[src/design/atrlr_pkg.sv]
// Package for the modem response line reader: codes, characters and reset values.
`default_nettype none
package atrlr_pkg;

    // Geometry and register reset values
    localparam int LINE_BYTES_DEF    = 128;
    localparam int LF_WAIT_W         = 16;
    localparam int RESP_TIMER_W      = 32;
    localparam int CFG_DATA_W        = 32;
    localparam int CFG_INDEX_W       = 1;
    localparam int LEN_W             = 7;
    localparam int IDX_W             = 7;
    localparam int BYTE_W            = 8;
    localparam logic [LF_WAIT_W-1:0]    LF_WAIT_RST      = 16'd50;
    localparam logic [RESP_TIMER_W-1:0] RESP_TIMEOUT_RST = 32'd1000;

    // Configuration register indexes
    localparam logic [CFG_INDEX_W-1:0] REG_LF_WAIT      = 1'd0;
    localparam logic [CFG_INDEX_W-1:0] REG_RESP_TIMEOUT = 1'd1;

    // Line characters
    localparam logic [BYTE_W-1:0] CHAR_CR = 8'h0D;
    localparam logic [BYTE_W-1:0] CHAR_LF = 8'h0A;

    // Request opcodes
    typedef enum logic [1:0] {
        OP_BYTE  = 2'd0,
        OP_TICK  = 2'd1,
        OP_START = 2'd2,
        OP_READ  = 2'd3
    } t_op;

    // Result kinds
    typedef enum logic [2:0] {
        KIND_LINE    = 3'd0,
        KIND_OK      = 3'd1,
        KIND_ERROR   = 3'd2,
        KIND_TIMEOUT = 3'd3,
        KIND_READ    = 3'd4
    } t_kind;

    // Character of "OK" at a position below 2
    function automatic logic [BYTE_W-1:0] ok_char(input logic pos);
        return pos ? 8'h4B : 8'h4F;
    endfunction

    // Character of "ERROR" at a position below 5
    function automatic logic [BYTE_W-1:0] err_char(input logic [2:0] pos);
        logic [BYTE_W-1:0] ch;
        unique case (pos)
            3'd0:    ch = 8'h45;
            3'd1:    ch = 8'h52;
            3'd2:    ch = 8'h52;
            3'd3:    ch = 8'h4F;
            default: ch = 8'h52;
        endcase
        return ch;
    endfunction

endpackage
`default_nettype wire

[src/design/atrlr_ram.sv]
// Generic single-port-write, single-port-read RAM with registered read data.
`default_nettype none
module atrlr_ram #(
    parameter int WIDTH = 8,
    parameter int DEPTH = 127
) (
    input  wire logic                     i_clk,
    input  wire logic                     i_we,
    input  wire logic [$clog2(DEPTH)-1:0] i_waddr,
    input  wire logic [WIDTH-1:0]         i_wdata,
    input  wire logic                     i_re,
    input  wire logic [$clog2(DEPTH)-1:0] i_raddr,
    output logic      [WIDTH-1:0]         o_rdata
);

    logic [WIDTH-1:0] r_mem [DEPTH];
    logic [WIDTH-1:0] r_rdata;

    // Write port
    always_ff @(posedge i_clk) begin
        if (i_we) begin
            r_mem[i_waddr] <= i_wdata;
        end
    end

    // Registered read port, holds its data between reads
    always_ff @(posedge i_clk) begin
        if (i_re) begin
            r_rdata <= r_mem[i_raddr];
        end
    end

    assign o_rdata = r_rdata;

endmodule
`default_nettype wire

[src/design/at_response_line_reader.sv]
// Top level of the modem response line reader.
//
// Takes one request per cycle (received byte, timer tick, start of a wait, or
// read of a stored line byte) while the result channel does not stall, and returns
// at most one result through the result stage and the output register. Line bytes
// are kept in a single RAM with a registered read; a read request always sees
// every byte written by earlier requests, since one request touches the RAM per
// cycle. Classification (OK, ERROR, other line, timeout) is done incrementally
// as bytes arrive, so no further work is needed at the line end. Results pass
// through an output register, so a stalled consumer holds back input only once
// both the result stage and the output register are full. Configuration writes
// take effect on the next edge and are meant for idle periods only.
`default_nettype none
module at_response_line_reader #(
    parameter int LINE_BYTES = atrlr_pkg::LINE_BYTES_DEF
) (
    input  wire logic                                i_clk,
    input  wire logic                                i_rst_n,
    // Configuration port
    input  wire logic                                i_cfg_we,
    input  wire logic [atrlr_pkg::CFG_INDEX_W-1:0]   i_cfg_index,
    input  wire logic [atrlr_pkg::CFG_DATA_W-1:0]    i_cfg_wdata,
    // Request channel
    input  wire logic                                i_in_valid,
    output logic                                     o_in_ready,
    input  wire logic [1:0]                          i_op,
    input  wire logic [atrlr_pkg::BYTE_W-1:0]        i_rx_byte,
    input  wire logic [atrlr_pkg::IDX_W-1:0]         i_read_index,
    // Result channel
    output logic                                     o_out_valid,
    input  wire logic                                i_out_ready,
    output logic [2:0]                               o_kind,
    output logic [atrlr_pkg::LEN_W-1:0]              o_line_length,
    output logic [atrlr_pkg::BYTE_W-1:0]             o_read_data
);

    localparam int CAP  = LINE_BYTES - 1;
    localparam int CW   = $clog2(LINE_BYTES);
    localparam int AW   = $clog2(CAP);
    localparam int CMPW = (CW > atrlr_pkg::IDX_W) ? CW : atrlr_pkg::IDX_W;
    localparam logic [CW-1:0] CAP_C = CW'(CAP);
    localparam logic [CMPW-1:0] OK_LEN = CMPW'(2);
    localparam logic [CMPW-1:0] ERR_LEN = CMPW'(5);

    // Configuration registers
    logic [atrlr_pkg::LF_WAIT_W-1:0]    r_lf_wait;
    logic [atrlr_pkg::RESP_TIMER_W-1:0] r_resp_timeout;

    always_ff @(posedge i_clk) begin
        if (!i_rst_n) begin
            r_lf_wait      <= atrlr_pkg::LF_WAIT_RST;
            r_resp_timeout <= atrlr_pkg::RESP_TIMEOUT_RST;
        end else if (i_cfg_we) begin
            unique case (i_cfg_index)
                atrlr_pkg::REG_LF_WAIT:
                    r_lf_wait <= i_cfg_wdata[atrlr_pkg::LF_WAIT_W-1:0];
                atrlr_pkg::REG_RESP_TIMEOUT:
                    r_resp_timeout <= i_cfg_wdata;
                default: ;
            endcase
        end
    end

    // Line state
    logic [CW-1:0]                      r_count,   n_count;
    logic                               r_cr,      n_cr;
    logic [atrlr_pkg::LF_WAIT_W-1:0]    r_lf,      n_lf;
    logic [atrlr_pkg::RESP_TIMER_W-1:0] r_resp,    n_resp;
    logic                               r_waiting, n_waiting;
    logic                               r_ok,      n_ok;
    logic                               r_err,     n_err;
    logic                               r_done,    n_done;

    // Result stage (cycle of the RAM read) and output register
    logic                          r_s1_valid;
    atrlr_pkg::t_kind              r_s1_kind;
    logic [atrlr_pkg::LEN_W-1:0]   r_s1_len;
    logic                          r_s1_hit;
    logic                          r_out_valid;
    atrlr_pkg::t_kind              r_out_kind;
    logic [atrlr_pkg::LEN_W-1:0]   r_out_len;
    logic [atrlr_pkg::BYTE_W-1:0]  r_out_data;

    logic                          accept;
    logic                          s1_move;
    atrlr_pkg::t_op                op;
    logic                          res_valid;
    atrlr_pkg::t_kind              res_kind;
    logic                          res_hit;
    logic [CMPW-1:0]               count_x;
    logic [CMPW-1:0]               idx_x;
    logic [CMPW-1:0]               pos_x;
    logic                          wr_en;
    logic [AW-1:0]                 wr_addr;
    logic                          rd_en;
    logic [atrlr_pkg::BYTE_W-1:0]  ram_rdata;

    assign op       = atrlr_pkg::t_op'(i_op);
    assign s1_move  = r_s1_valid && (!r_out_valid || i_out_ready);
    assign o_in_ready = !r_s1_valid || s1_move;
    assign accept   = i_in_valid && o_in_ready;
    assign count_x  = CMPW'(r_count);
    assign idx_x    = CMPW'(i_read_index);
    assign rd_en    = accept && (op == atrlr_pkg::OP_READ);

    // Next state of the line logic for the accepted request
    always_comb begin
        n_count   = r_count;
        n_cr      = r_cr;
        n_lf      = r_lf;
        n_resp    = r_resp;
        n_waiting = r_waiting;
        n_ok      = r_ok;
        n_err     = r_err;
        n_done    = r_done;
        res_valid = 1'b0;
        res_kind  = atrlr_pkg::KIND_LINE;
        res_hit   = 1'b0;
        wr_en     = 1'b0;
        pos_x     = CMPW'(r_count);
        if (accept) begin
            unique case (op)
                atrlr_pkg::OP_BYTE: begin
                    if (r_waiting) begin
                        // Line end: LF, or any byte after a CR
                        if (i_rx_byte == atrlr_pkg::CHAR_LF || r_cr) begin
                            n_cr = 1'b0;
                            n_lf = '0;
                            if (!r_done && r_count != '0) begin
                                n_done    = 1'b1;
                                res_valid = 1'b1;
                                if (r_ok && count_x == OK_LEN) begin
                                    n_waiting = 1'b0;
                                    res_kind  = atrlr_pkg::KIND_OK;
                                end else if (r_err && count_x == ERR_LEN) begin
                                    n_waiting = 1'b0;
                                    res_kind  = atrlr_pkg::KIND_ERROR;
                                end
                            end
                        end
                        // Byte handling once no CR is pending
                        if (i_rx_byte != atrlr_pkg::CHAR_LF && n_waiting) begin
                            if (i_rx_byte == atrlr_pkg::CHAR_CR) begin
                                n_cr = 1'b1;
                                n_lf = '0;
                            end else begin
                                if (n_done) begin
                                    n_done  = 1'b0;
                                    n_count = '0;
                                    n_ok    = 1'b1;
                                    n_err   = 1'b1;
                                end
                                pos_x = CMPW'(n_count);
                                if (n_count < CAP_C) begin
                                    n_ok  = n_ok && (pos_x < CMPW'(2))
                                            && (atrlr_pkg::ok_char(pos_x[0]) == i_rx_byte);
                                    n_err = n_err && (pos_x < CMPW'(5))
                                            && (atrlr_pkg::err_char(pos_x[2:0]) == i_rx_byte);
                                    wr_en   = 1'b1;
                                    n_count = n_count + 1'b1;
                                end
                            end
                        end
                    end
                end
                atrlr_pkg::OP_TICK: begin
                    if (r_waiting) begin
                        if (r_resp != '1) begin
                            n_resp = r_resp + 1'b1;
                        end
                        if (n_resp >= r_resp_timeout) begin
                            // Response timeout wins over the CR wait
                            n_waiting = 1'b0;
                            n_cr      = 1'b0;
                            n_lf      = '0;
                            n_done    = 1'b1;
                            res_valid = 1'b1;
                            res_kind  = atrlr_pkg::KIND_TIMEOUT;
                        end else if (r_cr) begin
                            if (r_lf != '1) begin
                                n_lf = r_lf + 1'b1;
                            end
                            if (n_lf >= r_lf_wait) begin
                                // Lone CR ends the line
                                n_cr = 1'b0;
                                n_lf = '0;
                                if (!r_done && r_count != '0) begin
                                    n_done    = 1'b1;
                                    res_valid = 1'b1;
                                    if (r_ok && count_x == OK_LEN) begin
                                        n_waiting = 1'b0;
                                        res_kind  = atrlr_pkg::KIND_OK;
                                    end else if (r_err && count_x == ERR_LEN) begin
                                        n_waiting = 1'b0;
                                        res_kind  = atrlr_pkg::KIND_ERROR;
                                    end
                                end
                            end
                        end
                    end
                end
                atrlr_pkg::OP_START: begin
                    n_waiting = 1'b1;
                    n_resp    = '0;
                    n_cr      = 1'b0;
                    n_lf      = '0;
                    n_done    = 1'b1;
                end
                atrlr_pkg::OP_READ: begin
                    res_valid = 1'b1;
                    res_kind  = atrlr_pkg::KIND_READ;
                    res_hit   = idx_x < count_x;
                end
                default: ;
            endcase
        end
    end

    assign wr_addr = pos_x[AW-1:0];

    // Line state registers
    always_ff @(posedge i_clk) begin
        if (!i_rst_n) begin
            r_count   <= '0;
            r_cr      <= 1'b0;
            r_lf      <= '0;
            r_resp    <= '0;
            r_waiting <= 1'b0;
            r_ok      <= 1'b1;
            r_err     <= 1'b1;
            r_done    <= 1'b1;
        end else begin
            r_count   <= n_count;
            r_cr      <= n_cr;
            r_lf      <= n_lf;
            r_resp    <= n_resp;
            r_waiting <= n_waiting;
            r_ok      <= n_ok;
            r_err     <= n_err;
            r_done    <= n_done;
        end
    end

    // Line store
    atrlr_ram #(
        .WIDTH (atrlr_pkg::BYTE_W),
        .DEPTH (CAP)
    ) u_line_ram (
        .i_clk   (i_clk),
        .i_we    (wr_en),
        .i_waddr (wr_addr),
        .i_wdata (i_rx_byte),
        .i_re    (rd_en),
        .i_raddr (idx_x[AW-1:0]),
        .o_rdata (ram_rdata)
    );

    // Result stage: waits for the RAM read data
    always_ff @(posedge i_clk) begin
        if (!i_rst_n) begin
            r_s1_valid <= 1'b0;
        end else if (accept) begin
            r_s1_valid <= res_valid;
        end else if (s1_move) begin
            r_s1_valid <= 1'b0;
        end
    end

    always_ff @(posedge i_clk) begin
        if (accept) begin
            r_s1_kind <= res_kind;
            r_s1_hit  <= res_hit;
            r_s1_len  <= (res_kind == atrlr_pkg::KIND_TIMEOUT) ? '0 : count_x[atrlr_pkg::LEN_W-1:0];
        end
    end

    // Output register
    always_ff @(posedge i_clk) begin
        if (!i_rst_n) begin
            r_out_valid <= 1'b0;
        end else if (s1_move) begin
            r_out_valid <= 1'b1;
        end else if (i_out_ready) begin
            r_out_valid <= 1'b0;
        end
    end

    always_ff @(posedge i_clk) begin
        if (s1_move) begin
            r_out_kind <= r_s1_kind;
            r_out_len  <= r_s1_len;
            r_out_data <= (r_s1_kind == atrlr_pkg::KIND_READ && r_s1_hit) ? ram_rdata : '0;
        end
    end

    assign o_out_valid   = r_out_valid;
    assign o_kind        = r_out_kind;
    assign o_line_length = r_out_len;
    assign o_read_data   = r_out_data;

endmodule
`default_nettype wire

[config.mk]
export PLATFORM = sky130hd
export DESIGN_NAME = at_response_line_reader
export DESIGN_NICKNAME = d
export VERILOG_FILES = /design/src/design/atrlr_pkg.sv /design/src/design/atrlr_ram.sv /design/src/design/at_response_line_reader.sv
export SDC_FILE = /design/constraint.sdc
export NUM_CORES = 1
export LEC_CHECK = 0
export BUFFER_PORTS_ARGS = -buffer_cell sky130_fd_sc_hd__buf_2
export CORE_MARGIN = 5
export CORE_UTILIZATION = 40
export CTS_BUF_LIST = sky130_fd_sc_hd__clkbuf_2
export DETAILED_ROUTE_END_ITERATION = 6
export PLACE_DENSITY_LB_ADDON = 0.08
export SLEW_MARGIN = 20
export SYNTH_ARGS = -nofsm -noshare
export SYNTH_HDL_FRONTEND = slang
export SYNTH_SLANG_ARGS = --single-unit
export TNS_END_PERCENT = 100
[constraint.sdc]
create_clock -name i_clk -period 4.43 [get_ports i_clk]
set_input_delay 0.2215 -clock i_clk [delete_from_list [all_inputs] [get_ports i_clk]]
set_output_delay 0.2215 -clock i_clk [all_outputs]
set_load 0.02 [all_outputs]
==> flow_metrics.env, run 1 <==
export IMPL_reg2reg_depth=17
export IMPL_rsz0062_at_grt="yes"
export IMPL_reg2reg_slack_ps=240
export IMPL_ant_nets=0
export IMPL_die_w_um=356
export IMPL_nFillCells=10337
export IMPL_multiInputGateArea_mm2=0.0133
export IMPL_postSynthNetCount=2779
export IMPL_vias=27678
export IMPL_synth_area_leaders="edfxtp_1 (66%), mux4_2 (15%), dfxtp_1 (4.6%)"
export IMPL_min_to="u_line_ram.o_rdata[2]$_DFFE_PP_"
export IMPL_synth_seq_area_share_pct=70.7
export IMPL_r2r_start="r_resp[0]$_SDFFE_PN0P_"
export IMPL_routedWlPerCell_um=25.0
export IMPL_syn_area_per_cell_um2=18.0
export IMPL_dieHeight_um=356
export IMPL_hold_ws_ps=297
export IMPL_cts_buffers=324
export IMPL_drc=0
export IMPL_ys_async_sr_fraction_pct=0
export IMPL_insertion_delay_ps=1540
export IMPL_ir_drop_uv=243
export IMPL_final_nets=3472
export IMPL_min_from="i_read_index[0]"
export IMPL_yosys_warnings=0
export IMPL_maxCapViolCount=0
export IMPL_yosys_register_bits=1163
export IMPL_max_freq_ghz=0.233
export IMPL_coreArea_mm2=0.119
export IMPL_fin_crit_ps=4300
export IMPL_p_per_area_mw_per_mm2=363
export IMPL_route_met2_wl_mm=60.6
export IMPL_grt_max_degree=122
export IMPL_first_pass_iters=5
export IMPL_h_tree_depth=5
export IMPL_dp_hpwl_mm=79.5
export IMPL_path_clk_slew_ps=80
export IMPL_dr_wl_met3_mm=7.49
export IMPL_crit_type="in2reg"
export IMPL_synthFlopType="edfxtp_1"
export IMPL_synth_edf_count=1053
export IMPL_setup_viol=0
export IMPL_required_ps=5500
export IMPL_vias_per_cell=5.36
export IMPL_fin_worst_skew_ps=123
export IMPL_port_buffers=74
export IMPL_startpoint_type="input port"
export IMPL_tightest_slew_ps=1120
export IMPL_die_area_mm2=0.127
export IMPL_highest_layer="met5"
export IMPL_hold_viol_final=0
export IMPL_register_area_mm2=0.0338
export IMPL_cts_tree="yes"
export IMPL_cp_arrival_ps=5370
export IMPL_critPathCaptureType="flop"
export IMPL_placementRows=127
export IMPL_drtIter0Drc=2283
export IMPL_place_gp_congestion=0.805
export IMPL_slew_headroom_pct=25.3
export IMPL_hold_class="in2reg"
export IMPL_antenna_found_initial=11
export IMPL_synthTopCellsByCount="edfxtp_1 (1053), mux4_2 (314), nor2_1 (191)"
export IMPL_grt_pass1_wl_mm=191
export IMPL_grt_usage_pct=20.5
export IMPL_start_util_pct=40.1
export IMPL_grt_overflow_total=0
export IMPL_outcome="finished clean"
export IMPL_synth_cell_area_mm2=0.0479
export IMPL_p_leak_nw=19.1
export IMPL_synthDistinctLibCells=81
export IMPL_wirelength_mm=129
export IMPL_boundaryPins=75
export IMPL_wl_met1_mm=57.9
export IMPL_ctsRootBufferMaster="clkbuf_2"
export IMPL_drive_above_1_share_pct=32.7
export IMPL_grt_pass1_vias=28972
export IMPL_synth_top_area_share_pct=66.1
export IMPL_areaGrowthSynthToFinish_pct=17.8
export IMPL_critPathLaunch="i_rx_byte[0]"
export IMPL_min_path_cells=5
export IMPL_synth_cells=2659
export IMPL_yosysTopAreaCell="edfxtp_1"
export IMPL_clkSinkCount=1163
export IMPL_cp_max_fo=13
export IMPL_slew_violations=0
export IMPL_synth_most_common_cell="edfxtp_1"
export IMPL_finalPower_mw=20.5
export IMPL_cts_max_path_buffers=4
export IMPL_min_period_over_period_pct=97.0
export IMPL_r2r_end="r_s1_len[5]$_SDFFCE_PN0P_"
worst max-delay path by stage:
| stage | to | slack (ps) |
|---|---|---|
| CTS | r_lf[11]$_SDFFE_PN0P_ | 30 |
| detailed placement | r_s1_len[3]$_SDFFCE_PN0P_ | -420 |
| global route | r_lf[5]$_SDFFE_PN0P_ | -40 |
| global placement | r_s1_len[2]$_SDFFCE_PN0P_ | -310 |
| floorplan | r_s1_len[0]$_SDFFCE_PN0P_ | 110 |
| finish | u_line_ram.r_mem[49][7]$_DFFE_PP_ | 130 |
registers in the layout (all words and copies together) (netlist names):
name,flops
o_line_length,7
o_out_valid,1
r_s1_kind,3
u_line_ram.o_rdata,8
r_resp,32
count_x,7
r_resp_timeout,32
r_err,1
r_ok,1
r_lf_wait,16
o_kind,3
r_lf,16
r_s1_len,7
r_s1_valid,1
u_line_ram.r_mem,1016
r_s1_hit,1
r_done,1
o_read_data,8
r_cr,1
r_waiting,1
through the flow:
step	utilization (%)	instance area, um^2	setup TNS [ps]	setup WS, ps	cells
global placement	43.1	51500	-3450	-310	4424
global route	47.3	56400	-72.5	-38.3	5165
CTS	47.1	56200	0	29.4	5154
finish	47.3	56400	0	134	5167
detailed placement	43.1	51500	-5900	-417	4424
floorplan	-	47900	0	106	2659
final cells by class:
| class | instances | area share [%] |
|---|---|---|
| Clock buffer | 457 | 4.06 |
| Sequential cell | 1163 | 60.0 |
| Inverter | 71 | 0.473 |
| Antenna cell | 8 | 0.0355 |
| Clock inverter | 64 | 0.535 |
| Tap cell | 1612 | 3.58 |
| Timing Repair Buffer | 504 | 7.71 |
| Multi-Input combinational cell | 1288 | 23.6 |
worst max-delay path: stages:
cell           delay, ps
dlygate4sd3_1        520
dlygate4sd3_1        550
buf_4                210
dlygate4sd3_1       1210
nor3b_1              230
a311oi_1             740
nand2_1              310
nor2_4               250
o21ai_2              110
buf_4                290
nor2_1               690
layout by cell type, fill, tap and decap left out, drive strengths merged, types with 79 or more instances in the layout:
cell         instances
mux4               314
a21oi              104
inv                 79
dfxtp              110
nor2               194
edfxtp            1053
clkbuf             457
dlygate4sd3        206
nand2              157
buf                298
timing repair:
item | CTS | global route
setup endpoints to repair | 24 | 35
endpoints found under the hold margin | 1623 | 0
resized for setup | 10 | 23
pin swaps | 4 | 9
setup buffers | 2 | 5
hold buffers | 207 | 0
routing by layer:
layer	vias up	global-route usage, %
met3	249	4.42
met5	-	0
met2	933	31.8
met1	14254	29.1
li1	12240	-
met4	2	6.54
report_power, final:
| group | total (mW) | internal, mW | switching (mW) |
|---|---|---|---|
| sequential | 12.0 | 12.0 | 0.0211 |
| clock | 7.16 | 2.84 | 4.33 |
| combinational | 1.34 | 0.579 | 0.757 |
| total | 20.5 | 15.4 | 5.10 |
cells by family after synthesis:
kind of cell	synth area share, %
multiplexers	15.7
buffers and inverters	1.85
AND/OR/NAND/NOR	5.71
AO/OA/AOI/OAI	3.62
flip-flops	70.7
XOR/XNOR	0.768
adder cells (fa/ha/maj)	1.70
Power figures use the tool's default switching activity.
==> inputs of run 2 (changes only) <==
==> constraint.sdc (replaced) <==
create_clock -name i_clk -period 4.43 [get_ports i_clk]
set_input_delay 0.886 -clock i_clk [delete_from_list [all_inputs] [get_ports i_clk]]
set_output_delay 0.886 -clock i_clk [all_outputs]
set_load 0.02 [all_outputs]
==> run 2 against run 1 <==
  * Setup slack improved by 76 ps
  * Combinational power is 4% lower
  * Global-route usage down 0.58 points
  * Final cell count fell by 1.4%
  * Sequential share of layout area rose by 0.72 points
  * Die area unchanged
  * Sequential cell count unchanged
  * First-iteration DRC count down 6.7%
  * Clock skew fell by 18 ps
  * Power is 0.93% lower
  * Cell area down 1.1%
  * Critical endpoint is now r_s1_len[4]$_SDFFCE_PN0P_
==> flow_metrics.env, run 2 (synthesis results as in run 1) <==
export IMPL_reg_top3="u_line_ram.r_mem x1016, r_resp x32, r_resp_timeout x32"
export IMPL_grt_pass1_wl_mm=186
export IMPL_slew_headroom_pct=29.9
export IMPL_antenna_found_initial=8
export IMPL_vias=27240
export IMPL_crit_chain="and4_2, nand3_1, nor4_4, buf_6, nor4_4, nand2_2, nor2_1, xor2_1, ha_1, nand4_1, nor4_4, nand4_1, a31oi_4, buf_6, o21ai_1, or3_4, and2_1"
export IMPL_grt_max_degree=130
export IMPL_boundaryPins=75
export IMPL_crit_end="r_s1_len[4]$_SDFFCE_PN0P_"
export IMPL_p_sw_share_pct=24.8
export IMPL_critPathMaxStageDelay_ps=400
export IMPL_power_switching_mw=5.03
export IMPL_drc=0
export IMPL_vias_per_cell=5.34
export IMPL_final_cell_area_mm2=0.0557
export IMPL_regMostFlops="u_line_ram.r_mem"
export IMPL_outcome="finished clean"
export IMPL_p_leak_nw=18.9
export IMPL_die_w_um=356
export IMPL_dpl_cell_area_mm2=0.0518
export IMPL_start_util_pct=40.1
export IMPL_reg2reg_slack_ps=210
export IMPL_register_area_mm2=0.0338
export IMPL_min_period_over_period_pct=95.3
export IMPL_path_buf_inv=2
export IMPL_largest_register_ffs=1016
export IMPL_required_ps=5720
export IMPL_intPower_mw=15.3
export IMPL_coreArea_mm2=0.119
export IMPL_routedWlPerCell_um=24.5
export IMPL_grt_usage_pct=19.9
export IMPL_setup_tns_ps=0
export IMPL_p_seq_share_pct=59.1
export IMPL_path_clk_slew_ps=110
export IMPL_dp_hpwl_mm=79.9
export IMPL_grt_pass1_vias=28456
export IMPL_max_freq_ghz=0.237
export IMPL_critPathCaptureType="flop"
export IMPL_cts_tree="yes"
export IMPL_grt_overflow_total=0
export IMPL_port_buffers=74
export IMPL_fin_crit_ps=4220
export IMPL_die_area_mm2=0.127
export IMPL_hold_class="in2reg"
export IMPL_critPathLaunch="r_resp[13]$_SDFFE_PN0P_"
export IMPL_dpl_worst_slack_ps=-285
export IMPL_areaGrowthSynthToFinish_pct=16.5
export IMPL_clkSinkCount=1163
export IMPL_crit_type="reg2reg"
export IMPL_hold_viol_final=0
export IMPL_cp_max_fo=7
export IMPL_p_per_area_mw_per_mm2=364
export IMPL_nFillCells=10446
export IMPL_maxCapViolCount=0
export IMPL_slowest_stage="dfxtp_2"
export IMPL_slew_violations=0
export IMPL_first_pass_iters=6
export IMPL_setup_slack_ps=210
export IMPL_rsz0062_at_grt="no"
export IMPL_tightest_slew_ps=1050
export IMPL_r2r_start="r_resp[13]$_SDFFE_PN0P_"
export IMPL_dieHeight_um=356
export IMPL_ctsRootBufferMaster="clkbuf_2"
export IMPL_path_delay_family="simple AND/OR/NAND/NOR gates"
export IMPL_startpoint_type="flop"
export IMPL_ir_drop_uv=233
export IMPL_final_nets=3406
export IMPL_drive_above_1_share_pct=34.0
export IMPL_place_gp_congestion=0.830
export IMPL_multiInputGateArea_mm2=0.0133
export IMPL_insertion_delay_ps=1590
export IMPL_clockPowerShare_pct=34.7
export IMPL_cts_buffers=318
export IMPL_cp_arrival_ps=5510
export IMPL_fin_worst_skew_ps=105
export IMPL_drtIter0Drc=2130
export IMPL_cts_max_path_buffers=4
export IMPL_p_comb_share_pct=6.3
export IMPL_h_tree_depth=5
export IMPL_final_common_cell="edfxtp_1"
export IMPL_cp_depth=17
export IMPL_ant_nets=0
export IMPL_r2r_end="r_s1_len[4]$_SDFFCE_PN0P_"
export IMPL_setup_viol=0
export IMPL_crit_top_cell="nor4_4"
export IMPL_final_cell_mix="edfxtp_1 (1053), clkbuf_2 (441), mux4_2 (314)"
export IMPL_reg2reg_depth=17
export IMPL_wirelength_mm=125
export IMPL_placementRows=127
-- run 2: cell count changes in the layout (fill, tap and decap cells not counted), sizes merged --
cell,previous run,this run
buf,298,333
clkbuf,457,441
clkinv,54,65
diode,8,7
dlygate4sd3,206,111
inv,79,75
-- run 2: how the worst min path moves through the flow --
stage | endpoint | from | cells after the start | slack [ps]
6_report | o_out_valid$_SDFFE_PN0P_ | i_out_ready | 5 | 330
3_5_place_dp | o_line_length[6]$_DFFE_PP_ | r_s1_len[6]$_SDFFCE_PN0P_ | 0 | 440
3_3_place_gp | o_line_length[4]$_DFFE_PP_ | r_s1_len[4]$_SDFFCE_PN0P_ | 0 | 440
5_1_grt | r_err$_SDFFE_PN1P_ | i_rst_n | 3 | 170
2_1_floorplan | o_line_length[0]$_DFFE_PP_ | r_s1_len[0]$_SDFFCE_PN0P_ | 0 | 400
4_1_cts | o_out_valid$_SDFFE_PN0P_ | i_out_ready | 5 | 3
-- run 2: what timing repair did --
action | CTS | global route
hold endpoints to repair | 712 | 0
pin swaps | 4 | 6
buffers inserted | 3 | 5
endpoints found under the setup margin | 25 | 26
hold buffers | 111 | 0
gates resized for setup | 13 | 27
-- run 2: through the flow --
step / hold WS [ps] / std cells / total power [mW] / util, %
global placement: 437 / 4458 / 13.4 / 43.4
detailed placement: 441 / 4458 / 13.5 / 43.4
CTS: 2.82 / 5084 / 20.7 / 46.6
floorplan: 400 / 2659 / 12.9 / -
global route: 170 / 5096 / 21.3 / 46.7
finish: 329 / 5097 / 20.3 / 46.7
-- run 2: final cells by class --
class,count,area share (%)
Sequential cell,1163,60.7
Clock buffer,441,3.96
Inverter,71,0.478
Multi-Input combinational cell,1288,23.9
Antenna cell,7,0.0314
Clock inverter,71,0.593
Tap cell,1612,3.62
Timing Repair Buffer,444,6.76
-- run 2: power groups by stage --
stage / clock, mW / sequential, mW / combinational (mW)
detailed placement: 0 / 12.2 / 1.21
floorplan: 0 / 12.2 / 0.636
finish: 7.03 / 12.0 / 1.28
global placement: 0 / 12.2 / 1.19
CTS: 7.41 / 12.0 / 1.30
global route: 7.97 / 12.0 / 1.37
-- run 2: tightest hold or removal path: stages --
cell and delay (ps):
dlygate4sd3_1 530, buf_2 110, inv_1 70, a21oi_1 150, nor2_1 40
-- run 2: metal layers --
metal / global-route usage (%) / routed length, um / vias up
li1: - / - / 12099
met1: 28.0 / 55500 / 14004
met2: 31.3 / 59100 / 907
met3: 4.01 / 7360 / 228
met4: 6.50 / 2890 / 2
met5: 0 / 13 / -
==> inputs of run 3 (changes only) <==
--- a/config.mk
+++ b/config.mk
@@ -7,7 +7,7 @@
 export LEC_CHECK = 0
 export BUFFER_PORTS_ARGS = -buffer_cell sky130_fd_sc_hd__buf_2
 export CORE_MARGIN = 5
-export CORE_UTILIZATION = 40
+export CORE_UTILIZATION = 44
 export CTS_BUF_LIST = sky130_fd_sc_hd__clkbuf_2
 export DETAILED_ROUTE_END_ITERATION = 6
 export PLACE_DENSITY_LB_ADDON = 0.08
==> run 3 against run 2 <==
  * Global-route usage up 1.1 points
  * Sequential cell count unchanged
  * Combinational power down 5%
  * Critical path type unchanged
  * Sequential share of layout area up 0.82 points
  * Sequential power about the same
  * Register-to-register slack about the same
==> flow_metrics.env, run 3 (synthesis results as in run 1) <==
export IMPL_p_per_area_mw_per_mm2=371
export IMPL_min_period_over_period_pct=95.6
export IMPL_clockPowerShare_pct=35.3
export IMPL_dp_hpwl_mm=77.1
export IMPL_cts_buffers=319
export IMPL_startpoint_type="flop"
export IMPL_max_freq_ghz=0.236
export IMPL_p_comb_share_pct=6.0
export IMPL_drc=0
export IMPL_grt_usage_pct=21.0
export IMPL_port_buffers=74
export IMPL_cts_tree="yes"
export IMPL_final_cell_mix="edfxtp_1 (1053), clkbuf_2 (440), mux4_2 (314)"
export IMPL_insertion_delay_ps=1570
export IMPL_grt_use_met2_pct=33.5
export IMPL_hold_class="in2reg"
export IMPL_vias_per_cell=5.57
export IMPL_slew_headroom_pct=32.0
export IMPL_grt_pass1_vias=28203
export IMPL_ir_drop_uv=238
export IMPL_tightest_slew_ps=1020
export IMPL_fin_crit_ps=4240
export IMPL_path_buf_inv=4
export IMPL_coreArea_mm2=0.108
export IMPL_drive_above_1_share_pct=34.1
export IMPL_p_sw_share_pct=24.5
export IMPL_slew_violations=0
export IMPL_wirelength_mm=121
export IMPL_cts_max_path_buffers=4
export IMPL_dieHeight_um=340
export IMPL_dpl_cell_area_mm2=0.0513
export IMPL_reg_top3="u_line_ram.r_mem x1016, r_resp x32, r_resp_timeout x32"
export IMPL_p_seq_share_pct=58.7
export IMPL_critPathCaptureType="flop"
export IMPL_final_nets=3349
export IMPL_largest_register_ffs=1016
export IMPL_final_common_cell="edfxtp_1"
export IMPL_busiest_layer="met2"
export IMPL_grt_overflow_total=0
export IMPL_intPower_mw=15.4
export IMPL_vias=27063
export IMPL_h_tree_depth=5
export IMPL_power_switching_mw=4.99
export IMPL_cp_arrival_ps=5590
export IMPL_regMostFlops="u_line_ram.r_mem"
export IMPL_ctsRootBufferMaster="clkbuf_2"
export IMPL_path_clk_slew_ps=100
export IMPL_use_met1_pct=30.0
export IMPL_crit_top_cell="buf_4"
export IMPL_place_gp_congestion=0.824
export IMPL_die_area_mm2=0.115
export IMPL_grt_max_degree=130
export IMPL_cp_max_fo=8
export IMPL_areaGrowthSynthToFinish_pct=14.9
export IMPL_final_cells=4857
export IMPL_first_pass_iters=5
export IMPL_required_ps=5790
export IMPL_start_util_pct=44.2
export IMPL_antenna_found_initial=6
export IMPL_utilization_pct=50.7
export IMPL_clkSinkCount=1163
export IMPL_maxCapViolCount=0
export IMPL_crit_type="reg2reg"
export IMPL_grt_use_met3_pct=3.73
export IMPL_die_w_um=340
export IMPL_outcome="finished clean"
export IMPL_drtIter0Drc=1869
export IMPL_boundaryPins=75
export IMPL_ant_nets=0
export IMPL_setup_viol=0
export IMPL_p_leak_nw=18.7
export IMPL_slowest_stage="nor4_4"
export IMPL_dp_cells=4241
export IMPL_placementRows=121
export IMPL_path_delay_family="simple AND/OR/NAND/NOR gates"
export IMPL_hold_ws_ps=193
export IMPL_fin_worst_skew_ps=187
export IMPL_hold_viol_final=0
export IMPL_grt_pass1_wl_mm=181
export IMPL_crit_chain="ha_4, and2_1, nand4_1, nor4_4, buf_4, buf_4, nor2_1, nand3_1, xnor2_1, ha_1, and3_1, a221o_1, a21oi_1, a31oi_2, buf_6, nor3b_2, buf_4, nor4bb_1, a221o_1"
export IMPL_final_cell_area_mm2=0.0550
export IMPL_routedWlPerCell_um=25.0
export IMPL_critPathMaxStageDelay_ps=410
==> run 3: cell count changes in the layout (fill, tap and decap cells not counted), sizes merged <==
cell / previous run / this run
clkinv: 65 / 71
clkbuf: 441 / 440
dlygate4sd3: 111 / 74
buf: 333 / 312
bufinv: 2 / 5
clkinvlp: 0 / 2
diode: 7 / 10
inv: 75 / 78
==> run 3: what timing repair did <==
| item | in CTS | in global routing |
|---|---|---|
| pin swaps | 3 | 9 |
| hold buffers | 74 | 0 |
| setup endpoints to repair | 23 | 24 |
| hold endpoints to repair | 458 | 0 |
| gates resized for setup | 9 | 30 |
| setup buffers | 3 | 4 |
==> run 3: worst reg2reg max path, cell delays in order (launching register included) <==
cell,delay [ps]
dfxtp_4,390
ha_4,150
and2_1,150
nand4_1,170
nor4_4,410
buf_4,170
buf_4,140
nor2_1,120
nand3_1,150
xnor2_1,140
ha_1,250
and3_1,200
a221o_1,340
a21oi_1,210
a31oi_2,150
buf_6,170
nor3b_2,240
buf_4,200
nor4bb_1,240
a221o_1,150
==> run 3: power groups by stage <==
stage / Clock [mW] / Combinational, mW / Sequential, mW
3_3_place_gp: 0 / 1.16 / 12.2
6_report: 7.21 / 1.22 / 12.0
3_5_place_dp: 0 / 1.17 / 12.2
2_1_floorplan: 0 / 0.636 / 12.2
5_1_grt: 8.12 / 1.30 / 12.0
4_1_cts: 7.51 / 1.23 / 12.0
==> run 3: final timing paths <==
check | cells after the start | to | start | slack (ps)
max reg2reg | 19 | r_lf[9]$_SDFFE_PN0P_ | r_resp[0]$_SDFFE_PN0P_ | 190
max | 19 | r_lf[9]$_SDFFE_PN0P_ | r_resp[0]$_SDFFE_PN0P_ | 190
min | 4 | r_resp_timeout[12]$_SDFFE_PN0P_ | i_cfg_wdata[12] | 190
min reg2reg | 0 | o_line_length[1]$_DFFE_PP_ | r_s1_len[1]$_SDFFCE_PN0P_ | 400
==> run 3: stage by stage <==
step                setup slack (ps)  total power, mW  setup TNS (ps)
finish                           195             20.4               0
global route                   -66.3             21.4            -242
CTS                             2.89             20.7               0
detailed placement              -246             13.4           -2660
global placement                -158             13.4           -1110
floorplan                        106             12.9               0
==> run 3: layer usage <==
metal / share of wire [%] / wire length [um] / vias to the layer above
met5: 0 / 0 / -
met4: 2.0 / 2390 / 0
met3: 5.2 / 6290 / 213
met2: 48 / 58400 / 910
met1: 45 / 54300 / 13965
li1: - / - / 11975
==> run 3: cell type report <==
class	instances	area, um^2
antenna	10	25.0
clock buffer	440	2200
clock inverter	85	475
fill	9132	53400
inverter	71	267
multi-input combinational	1288	13300
sequential	1163	33800
tap	1414	1770
timing repair buffer	386	3110
